===== src/stream_block_reverser_assert.svh =====
// Assertion macros shared by the stream block reverser RTL.
`ifndef STREAM_BLOCK_REVERSER_ASSERT_SVH
`define STREAM_BLOCK_REVERSER_ASSERT_SVH

// Same-cycle implication, sampled on clock, off during reset.
`define SBR_ASSERT_IMP(lbl, ante, cons) \
   lbl: assert property (@(posedge clock) disable iff (reset) (ante) |-> (cons)) \
      else $error("stream_block_reverser: assertion failed");

// Next-cycle implication, sampled on clock, off during reset.
`define SBR_ASSERT_NXT(lbl, ante, cons) \
   lbl: assert property (@(posedge clock) disable iff (reset) (ante) |=> (cons)) \
      else $error("stream_block_reverser: assertion failed");

`endif


===== src/sbr_pkg.sv =====
// Package of shared constants for the stream block reverser.
package sbr_pkg;

   // payload width of one stream value
   localparam int DATA_W = 32;

   // configuration port
   localparam int CSR_ADDR_W = 3;
   localparam int CSR_DATA_W = 32;
   localparam int GS_W       = 5;

   // register index of group_size (byte address 4 * index)
   localparam logic [CSR_ADDR_W-3:0] REG_GROUP_SIZE = 1'b0;

endpackage


===== src/stream_block_reverser.sv =====
// Stream block reverser: reverses full groups of group_size items; a short final group keeps order.
// Items are taken one per cycle while a group fills; the transfer that closes a
// group (or ends the stream) starts a readout of the group store.
// Reads go through the store's single registered read port and a pending stage
// into the output register, one result per cycle unless the output stalls; input
// is stalled until the group is drained. Reset: fill count 0, group_size 1,
// output empty; store contents are not cleared and no clearing pass is run.
module stream_block_reverser
   import sbr_pkg::*;
#(
   parameter int MAX_GROUP = 16
) (
   input  logic                      clock,
   input  logic                      reset,
   // input channel
   input  logic                      req_valid,
   output logic                      req_stall,
   input  logic signed [DATA_W-1:0]  req_item_value,
   input  logic                      req_stream_end,
   // result channel
   output logic                      rsp_valid,
   input  logic                      rsp_stall,
   output logic signed [DATA_W-1:0]  rsp_out_value,
   output logic                      rsp_last_of_run,
   output logic                      rsp_out_stream_end,
   // configuration port
   input  logic                      psel,
   input  logic                      penable,
   input  logic                      pwrite,
   input  logic [CSR_ADDR_W-1:0]     paddr,
   input  logic [CSR_DATA_W-1:0]     pwdata,
   output logic [CSR_DATA_W-1:0]     prdata,
   output logic                      pready
);

   `include "stream_block_reverser_assert.svh"

   localparam int IDX_W  = (MAX_GROUP > 1) ? $clog2(MAX_GROUP) : 1;
   localparam int FILL_W = $clog2(MAX_GROUP + 1);
   localparam int K_W    = (FILL_W > GS_W) ? FILL_W : GS_W;

   localparam logic ST_FILL  = 1'b0;
   localparam logic ST_DRAIN = 1'b1;

   logic              state_ff, state_in;
   logic [GS_W-1:0]   group_size_ff, group_size_in;
   logic [FILL_W-1:0] fill_ff, fill_in;
   logic [FILL_W-1:0] n_ff, n_in;
   logic [FILL_W-1:0] cnt_ff, cnt_in;
   logic              rev_ff, rev_in;
   logic              end_ff, end_in;
   logic              pend_ff, pend_in;
   logic              pend_last_ff, pend_last_in;
   logic              pend_end_ff, pend_end_in;
   logic              rsp_valid_ff, rsp_valid_in;
   logic signed [DATA_W-1:0] rsp_value_ff, rsp_value_in;
   logic              rsp_last_ff, rsp_last_in;
   logic              rsp_end_ff, rsp_end_in;

   logic              csr_write;
   logic              csr_hit;
   logic [K_W-1:0]    gs_ext;
   logic [K_W-1:0]    k_eff;
   logic [FILL_W-1:0] fill_next;
   logic              group_full;
   logic              req_xfer;
   logic              out_free;
   logic              issue;
   logic              move;
   logic [FILL_W-1:0] rd_pos;
   logic signed [DATA_W-1:0] ram_q;

   // configuration register
   assign pready    = 1'b1;
   assign csr_hit   = (paddr[CSR_ADDR_W-1:2] == REG_GROUP_SIZE);
   assign csr_write = psel && penable && pwrite && pready;
   assign prdata    = csr_hit ? CSR_DATA_W'(group_size_ff) : '0;

   always_comb begin
      group_size_in = group_size_ff;
      if (csr_write && csr_hit) begin
         group_size_in = pwdata[GS_W-1:0];
      end
   end

   // effective group size: zero reads as one, saturate at the store depth
   always_comb begin
      gs_ext = K_W'(group_size_ff);
      k_eff  = gs_ext;
      if (gs_ext == '0) begin
         k_eff = K_W'(1);
      end else if (gs_ext > K_W'(MAX_GROUP)) begin
         k_eff = K_W'(MAX_GROUP);
      end
   end

   assign fill_next  = fill_ff + FILL_W'(1);
   assign group_full = (K_W'(fill_next) >= k_eff);
   assign req_stall  = (state_ff != ST_FILL);
   assign req_xfer   = req_valid && !req_stall;

   // readout handshake
   assign out_free = !rsp_valid_ff || !rsp_stall;
   assign move     = pend_ff && out_free;
   assign issue    = (state_ff == ST_DRAIN) && (cnt_ff != n_ff) && (!pend_ff || out_free);
   assign rd_pos   = rev_ff ? (n_ff - FILL_W'(1) - cnt_ff) : cnt_ff;

   sbr_group_ram #(
      .DEPTH (MAX_GROUP),
      .IDX_W (IDX_W)
   ) u_ram (
      .clock   (clock),
      .wr_en   (req_xfer),
      .wr_addr (fill_ff[IDX_W-1:0]),
      .wr_data (req_item_value),
      .rd_en   (issue),
      .rd_addr (rd_pos[IDX_W-1:0]),
      .rd_data (ram_q)
   );

   // sequencer: fill a group, then drain it
   always_comb begin
      state_in = state_ff;
      fill_in  = fill_ff;
      n_in     = n_ff;
      cnt_in   = cnt_ff;
      rev_in   = rev_ff;
      end_in   = end_ff;
      case (state_ff)
         ST_FILL: begin
            if (req_xfer) begin
               if (group_full || req_stream_end) begin
                  state_in = ST_DRAIN;
                  fill_in  = '0;
                  n_in     = fill_next;
                  cnt_in   = '0;
                  rev_in   = group_full;
                  end_in   = req_stream_end;
               end else begin
                  fill_in = fill_next;
               end
            end
         end
         ST_DRAIN: begin
            if (issue) begin
               cnt_in = cnt_ff + FILL_W'(1);
            end
            if ((cnt_ff == n_ff) && (!pend_ff || out_free)) begin
               state_in = ST_FILL;
            end
         end
         default: begin
            state_in = ST_FILL;
         end
      endcase
   end

   // read in flight, tagged with its flags
   always_comb begin
      pend_in      = pend_ff;
      pend_last_in = pend_last_ff;
      pend_end_in  = pend_end_ff;
      if (issue) begin
         pend_in      = 1'b1;
         pend_last_in = (cnt_ff + FILL_W'(1) == n_ff);
         pend_end_in  = (cnt_ff + FILL_W'(1) == n_ff) && end_ff;
      end else if (move) begin
         pend_in = 1'b0;
      end
   end

   // output register
   always_comb begin
      rsp_valid_in = rsp_valid_ff;
      rsp_value_in = rsp_value_ff;
      rsp_last_in  = rsp_last_ff;
      rsp_end_in   = rsp_end_ff;
      if (move) begin
         rsp_valid_in = 1'b1;
         rsp_value_in = ram_q;
         rsp_last_in  = pend_last_ff;
         rsp_end_in   = pend_end_ff;
      end else if (rsp_valid_ff && !rsp_stall) begin
         rsp_valid_in = 1'b0;
      end
   end

   // control registers
   always_ff @(posedge clock) begin
      if (reset) begin
         state_ff      <= ST_FILL;
         group_size_ff <= GS_W'(1);
         fill_ff       <= '0;
         n_ff          <= '0;
         cnt_ff        <= '0;
         pend_ff       <= 1'b0;
         rsp_valid_ff  <= 1'b0;
      end else begin
         state_ff      <= state_in;
         group_size_ff <= group_size_in;
         fill_ff       <= fill_in;
         n_ff          <= n_in;
         cnt_ff        <= cnt_in;
         pend_ff       <= pend_in;
         rsp_valid_ff  <= rsp_valid_in;
      end
   end

   // payload registers
   always_ff @(posedge clock) begin
      rev_ff       <= rev_in;
      end_ff       <= end_in;
      pend_last_ff <= pend_last_in;
      pend_end_ff  <= pend_end_in;
      rsp_value_ff <= rsp_value_in;
      rsp_last_ff  <= rsp_last_in;
      rsp_end_ff   <= rsp_end_in;
   end

   assign rsp_valid          = rsp_valid_ff;
   assign rsp_out_value      = rsp_value_ff;
   assign rsp_last_of_run    = rsp_last_ff;
   assign rsp_out_stream_end = rsp_end_ff;

   // checks
   `SBR_ASSERT_IMP(a_fill_in_range, 1'b1, fill_ff < FILL_W'(MAX_GROUP))
   `SBR_ASSERT_IMP(a_drain_nonempty, state_ff == ST_DRAIN, (n_ff != '0) && (cnt_ff <= n_ff))
   `SBR_ASSERT_NXT(a_pend_holds, pend_ff && !out_free, pend_ff && $stable(ram_q))
   `SBR_ASSERT_IMP(a_end_is_last, rsp_valid_ff && rsp_end_ff, rsp_last_ff)

endmodule


===== src/sbr_group_ram.sv =====
// Group store: one write port, one read port with registered read data.
module sbr_group_ram
   import sbr_pkg::*;
#(
   parameter int DEPTH = 16,
   parameter int IDX_W = 4
) (
   input  logic                     clock,
   input  logic                     wr_en,
   input  logic [IDX_W-1:0]         wr_addr,
   input  logic signed [DATA_W-1:0] wr_data,
   input  logic                     rd_en,
   input  logic [IDX_W-1:0]         rd_addr,
   output logic signed [DATA_W-1:0] rd_data
);

   logic signed [DATA_W-1:0] mem_ff [DEPTH];
   logic signed [DATA_W-1:0] rd_data_ff;

   // write port
   always_ff @(posedge clock) begin
      if (wr_en) begin
         mem_ff[wr_addr] <= wr_data;
      end
   end

   // read port, data held until the next read
   always_ff @(posedge clock) begin
      if (rd_en) begin
         rd_data_ff <= mem_ff[rd_addr];
      end
   end

   assign rd_data = rd_data_ff;

endmodule


===== config.mk =====
export PLATFORM = sky130hd
export DESIGN_NAME = stream_block_reverser
export DESIGN_NICKNAME = d
export VERILOG_FILES = /design/src/sbr_pkg.sv /design/src/stream_block_reverser.sv /design/src/sbr_group_ram.sv
export VERILOG_INCLUDE_DIRS = /design/src /design/src/src
export SDC_FILE = /design/constraint.sdc
export NUM_CORES = 1
export LEC_CHECK = 0
export BUFFER_PORTS_ARGS = -buffer_cell sky130_fd_sc_hd__buf_2
export CORE_ASPECT_RATIO = 1.75
export CORE_MARGIN = 2
export CORE_UTILIZATION = 35
export DETAILED_ROUTE_END_ITERATION = 10
export PLACE_DENSITY = 0.49
export SLEW_MARGIN = 20
export SYNTH_ARGS = -nofsm -noshare
export SYNTH_HDL_FRONTEND = slang
export SYNTH_HIERARCHICAL = 1
export SYNTH_SLANG_ARGS = --single-unit
export TNS_END_PERCENT = 5

===== constraint.sdc =====
create_clock -name clock -period 9.4 [get_ports clock]
set_input_delay 1.41 -clock clock [delete_from_list [all_inputs] [get_ports clock]]
set_output_delay 1.41 -clock clock [all_outputs]
set_load 0.03 [all_outputs]

* Yosys cells after proc, flatten, opt, wreduce, memory -nomap -nowiden
Memories as Yosys holds them, arrays and structs flattened. A register that Yosys moved wholly into a read port is not among the register bits.
Cells that the tools add are included.
** Word-level totals
- Memories :: 1
- Memory bits (read-only) :: 0
- Bits in writable memories :: 512
- Register bits after elaboration :: 61
- Latch bits :: 0
- Output and inout port bits :: 69
- Input bits :: 75
- Word-level logic and storage cells :: 71
** Cells by class
- Shift-type cells :: 0
- Equal/unequal tests :: 6
- Divide/modulo/power cells :: 0
- $mul :: 0
- Reductions and logical operators :: 23
- Add/sub/neg operators :: 4
- Order comparisons :: 2
- Muxes and demuxes :: 19
- Bitwise operators :: 2
** Memory list
- u_ram.mem_ff :: words 16, width 32, read ports 1, clocked after memory_dff 1, wr ports 1, RTL line sbr_group_ram.sv:17 : logic signed [DATA_W-1:0] mem_ff [DEPTH];
** Operators by type and width (count)
- 5-bit 2-to-1 mux :: 7
- 5-bit by 1-bit adder with 5-bit output, second input constant :: 2
- 5-bit equality test :: 2
- 1-bit logical AND :: 10
- 5-bit case mux with 2 select lines :: 1
- 1-bit 2-to-1 mux :: 9
- 3-bit AND reduction :: 2
- 5-bit greater-or-equal comparator :: 1
- 5-bit > comparator, second input constant :: 1
- 5-bit logical NOT :: 1
- 5-bit inequality test :: 1
- 1-bit logical NOT :: 4
- 4-bit 2-to-1 mux :: 1
- 2-bit inequality test, second input constant :: 2
- 2-bit nonzero test :: 2
- 4-bit by 1-bit subtractor with 4-bit output, second input constant :: 1
- 4-bit subtractor :: 1
- 1-bit logical OR :: 3
- 2-bit by 1-bit inequality test with 1-bit output, second input constant :: 1
- 1-bit NOT :: 2
- 1-bit case mux with 2 select lines :: 1
- 2-bit AND reduction :: 1

* Depth between registers and ports, before layout
- Depth after elaboration :: 8
- Depth in mapped cells :: 12
- Depth with buffers taken out :: 10

* Modules after synthesis
The synthesis kept the hierarchy.
** By module, submodules not included
- sbr_group_ram :: area each 20155.6 um^2, sequential area each 16335.7 um^2, cells each 838, instances 1
- stream_block_reverser :: area each 2792.7 um^2, sequential area each 1601.5 um^2, cells each 235, instances 1

* Worst setup path before layout
No wires, ideal clock.
- Kind :: input-to-reg
- From :: input req_valid
- To :: memory u_ram.mem_ff[0][0] (enable)
- Setup time :: 461 ps
- Stages :: 4
- Data required time :: 8939 ps
- Arrival time :: 4421 ps
- Path slack :: 4518 ps
- Path buffers :: 1
- Cell sequence :: nor2b_1 -> buf_2 -> or3b_2 -> nor3_1
** On the way
- Word-level cells in the longest chain between the ends :: 3
** RTL lines
- from (decl) :: RTL line stream_block_reverser.sv:16 : input logic req_valid,
- 1-bit logical AND :: RTL line stream_block_reverser.sv:100 : assign req_xfer = req_valid && !req_stall;
- net req_xfer :: RTL line stream_block_reverser.sv:66 : logic req_xfer;
- 1-bit 2-to-1 mux :: RTL line sbr_group_ram.sv:22 : if (wr_en) begin
- 1-bit 2-to-1 mux (not written as such) :: RTL line sbr_group_ram.sv:23 : mem_ff[wr_addr] <= wr_data;
- to (decl) :: RTL line sbr_group_ram.sv:17
The timed path passes the listed nets, and every way through them passes these cells.

* Worst setup path after layout
- From :: register cnt_ff[0]
- To :: register u_ram.rd_data_ff[16] (netlist: u_ram/rd_data[16]), read port of u_ram.mem_ff, data pin
** On the way
- Elaborated cells on any way between the ends :: 5
- Classes of those cells :: 1 x add/sub; 1 x eq/ne; 1 x mux; 2 x reduce/logical
** RTL lines
- from (decl) :: RTL line stream_block_reverser.sv:49 : logic [FILL_W-1:0] cnt_ff, cnt_in;
- from (signal assigned) :: RTL line stream_block_reverser.sv:203 : cnt_ff <= cnt_in;
- 4-bit subtractor :: RTL line stream_block_reverser.sv:106 : assign rd_pos = rev_ff ? (n_ff - FILL_W'(1) - cnt_ff) : cnt_ff;
- 4-bit 2-to-1 mux (*) :: RTL line stream_block_reverser.sv:106
- net rd_pos[0] :: RTL line stream_block_reverser.sv:70 : logic [FILL_W-1:0] rd_pos;
- to (decl) :: RTL line sbr_group_ram.sv:18 : logic signed [DATA_W-1:0] rd_data_ff;
Mark *: on every way through the listed nets, which the timed path passes. The rest lies on a longest branch.
A chain may end at the register's enable or synchronous reset.

==> impl_metrics.csv <==
group,metric,value,unit
critical_path,end_kind,"register",
clock_tree,numCtsBuffers,54,
route,wl_per_cell,24.9,µm
critical_path,critical_path.top_delay_family,"buffers and inverters",
global_routing,initial_antenna_violation_count,3,
min_path,holdCritPathClass,"register to register",
floorplan,floorplan.die_area,0.0677,mm²
timing,timing.hold.ws,418,ps
clock_tree,clock_insertion_delay_worst_skew,600,ps
critical_path,cp.arrival,4260,ps
timing,final.setup.tns,0,ps
clock_tree,tritoncts,"yes",
critical_path,rr_endpoint,"u_ram/rd_data[16]",
layout,filler_cell_count,5803,
critical_path,required,9750,ps
critical_path,critPathBufInv,3,
synthesis,post_synth_inst_count,1073,
critical_path,launching_point_of_the_worst_reg2reg_path,"cnt_ff[0]",
layout,nets_final,1283,
timing,fin_skew,17.4,ps
route,post-route-drc-count,0,
global_routing,global_route.overflow_total,0,
flow_run,max_cap_violations,0,
route,antenna_violating_nets_post_route,0,
global_routing,largest_net_degree_at_the_start_of_global_routing,57,
synthesis,dominantRegCellSynth,"edfxtp_1",
synthesis,ys_seq_elements,605,
layout,num_antenna_cells,0,
critical_path,ff2ff_path_depth,9,
timing,worstMarginPinSlew,962,ps
timing,timing.fmax,256,MHz
timing,minimum_setup_slack_in_the_final_design,5490,ps
clock_tree,register_clock_pin_slew_on_the_reported_worst_setup_and_hold_paths,70,ps
min_path,hold_path.startpoint,"u_ram/rd_data[24]",
critical_path,criticalPathCategory,"register to register",
timing,slew-limit-headroom,0.358,
clock_tree,cts_resized,0,
timing,report.final.slew_viol_count,0,
layout,sequential_cell_area,0.0179,mm²
synthesis,synth-edff-count,582,
pwr,ir_drop,151,µV
layout,area_delta_synth_final,14.4,%
synthesis,synth.avg_cell_area,21.4,µm²
global_routing,via_count_of_the_first_global_routing_pass,11400,
clock_tree,cts.hold.buffers_added,0,
pwr,powerDensity,246,mW/mm²
route,avgViaCountPerCell,5.19,
timing,unrepaired_setup_endpoints_after_global_routing,"no",
place,dp_cells,1959,
floorplan,chipHeight,343,µm
timing,setup_violations,0,
min_path,holdPathEnd,"rsp_out_value[24]",
pwr,total_leakage_power,8.44,nW
critical_path,timing.critical_path.slowest_cell_delay,850,ps
place,dp_worst_setup_slack,5060,ps
floorplan,initial_cell_density_of_the_core,0.352,
clock_tree,cts_root_buf,"clkbuf_16",
synthesis,synth_async_sr_flop_share,0,
pwr,totalPowerFinal,0.00646,W
timing,post-route-min-period,3910,ps
critical_path,crit_path_top_delay_cell,"buf_4",
route,drt-total-wl,51300,µm
place,place.port_buffers,86,
timing,hold_viol_final,0,
critical_path,timing.critical_path.cells,"inv_1 -> ha_1 -> nand2_1 -> o21ai_4 -> buf_4 -> buf_4 -> mux4_2 -> a22oi_1 -> nand2_1",
floorplan,floorplan.die.width,198,µm
floorplan,num_rows,124,
layout,layout.cells.most_common_list,"582 x edfxtp_1, 128 x mux4_2, 86 x buf_2",
synthesis,post_synth_instance_area,0.0229,mm²
floorplan,floorplan.core_area,0.0652,mm²
clock_tree,cts_setup_buffers,0,
synthesis,synth.distinct_cells,46,
floorplan,io_pins,144,
layout,proportion_of_layout_cells_with_a_drive_suffix_above_1,0.284,
global_routing,gr-usage-all-layers,0.154,
critical_path,crit_fanout,46,
global_routing,grt_first_pass_wirelength,75000,µm
synthesis,seq_area_frac_synth,0.782,
place,gpl.final_weighted_congestion,0.718,
critical_path,critical_path.startpoint_type,"register",
place,dp_hpwl,26000,µm
layout,final_cell_count_no_fill,2061,
route,detailedRoute.firstPassIterationCount,5,
clock_tree,clock_path_buffers,3,
clock_tree,cts_htree_levels,2,
min_path,worstHoldPathCells,0,
layout,final_common_cell,"edfxtp_1",
route,drt_first_iter_violations,820,
outcome,outcome,"finished clean",
synthesis,yosys_warnings,6,
clock_tree,numClockSinks,605,
layout,area_of_the_multi_input_gates,0.00481,mm²
route,route.vias.total,10700,
timing,final_min_period_over_clock_period,0.416,
critical_path,reg2reg_setup_slack,5490,ps
cell usage after synthesis, types with 8 or more instances:
library cell  count  share of area
a21oi_1          13         0.0028
a22oi_1          64          0.021
buf_1            10         0.0016
buf_2             8         0.0017
buf_4            37          0.012
clkbuf_1         19         0.0031
dfxtp_1          23          0.020
edfxtp_1        582           0.76
ha_1             10         0.0055
mux4_2          128           0.13
nand2_1          47         0.0077
nand3_1           9         0.0020
nor2_1           29         0.0047
nor2b_1           9         0.0025
nor3_1           13         0.0028
xnor2_1           8         0.0031
metal layers:
metal,GRT usage,part of all wire
met2,0.274,0.52
met1,0.195,0.42
met3,0.0221,0.037
met4,0.0450,0.021
met5,0,0.00068
state kept, by name, summed over array words and instances, names as in the netlist, 5 cells and up:
signal,cells
n_ff,5
rsp_out_value,32
cnt_ff,5
u_ram/mem_ff,512
fill_ff,5
u_ram/rd_data,32
group_size_ff,5
through the flow:
step                       util  instance area, µm²
after global routing      0.403               26200
after CTS                 0.402               26200
final                     0.403               26200
after floorplan               -               23000
after detailed placement  0.375               24500
after global placement    0.375               24500
logic make-up after synthesis:
kind of cell / after synthesis / share of synthesized area
simple gates: 126 / 0.0253
buf+inv: 83 / 0.0202
compound gates: 95 / 0.0311
mux: 135 / 0.129
xor+xnor: 16 / 0.00643
fa+ha+maj: 11 / 0.00632
flops: 605 / 0.782
other cells: 2 / 0.000327
cell type report:
type	instances	area share
well taps	819	0.0391
multi-input cells	411	0.183
clock inverters	36	0.0130
repair buffers	116	0.0257
flip-flops and latches	605	0.684
inverters	9	0.00138
clock buffers	65	0.0539
worst max path at each step:
stage	start	end	cells after the start
2_1_floorplan	req_valid	u_ram/mem_ff[0][0]	4
3_3_place_gp	rev_ff	u_ram/rd_data[18]	6
3_5_place_dp	rev_ff	u_ram/rd_data[16]	6
4_1_cts	rev_ff	u_ram/rd_data[16]	6
5_1_grt	cnt_ff[0]	u_ram/rd_data[18]	9
6_report	cnt_ff[0]	u_ram/rd_data[16]	9
power breakdown:
group / leakage [nW] / internal [W] / switching (W) / total, W
Combinational: 2.15 / 0.000485 / 0.000650 / 0.00113
Clock: 0.839 / 0.00124 / 0.000978 / 0.00222
Sequential: 5.45 / 0.00308 / 0.0000324 / 0.00311
Note: power is estimated with default switching activity, not from simulation.
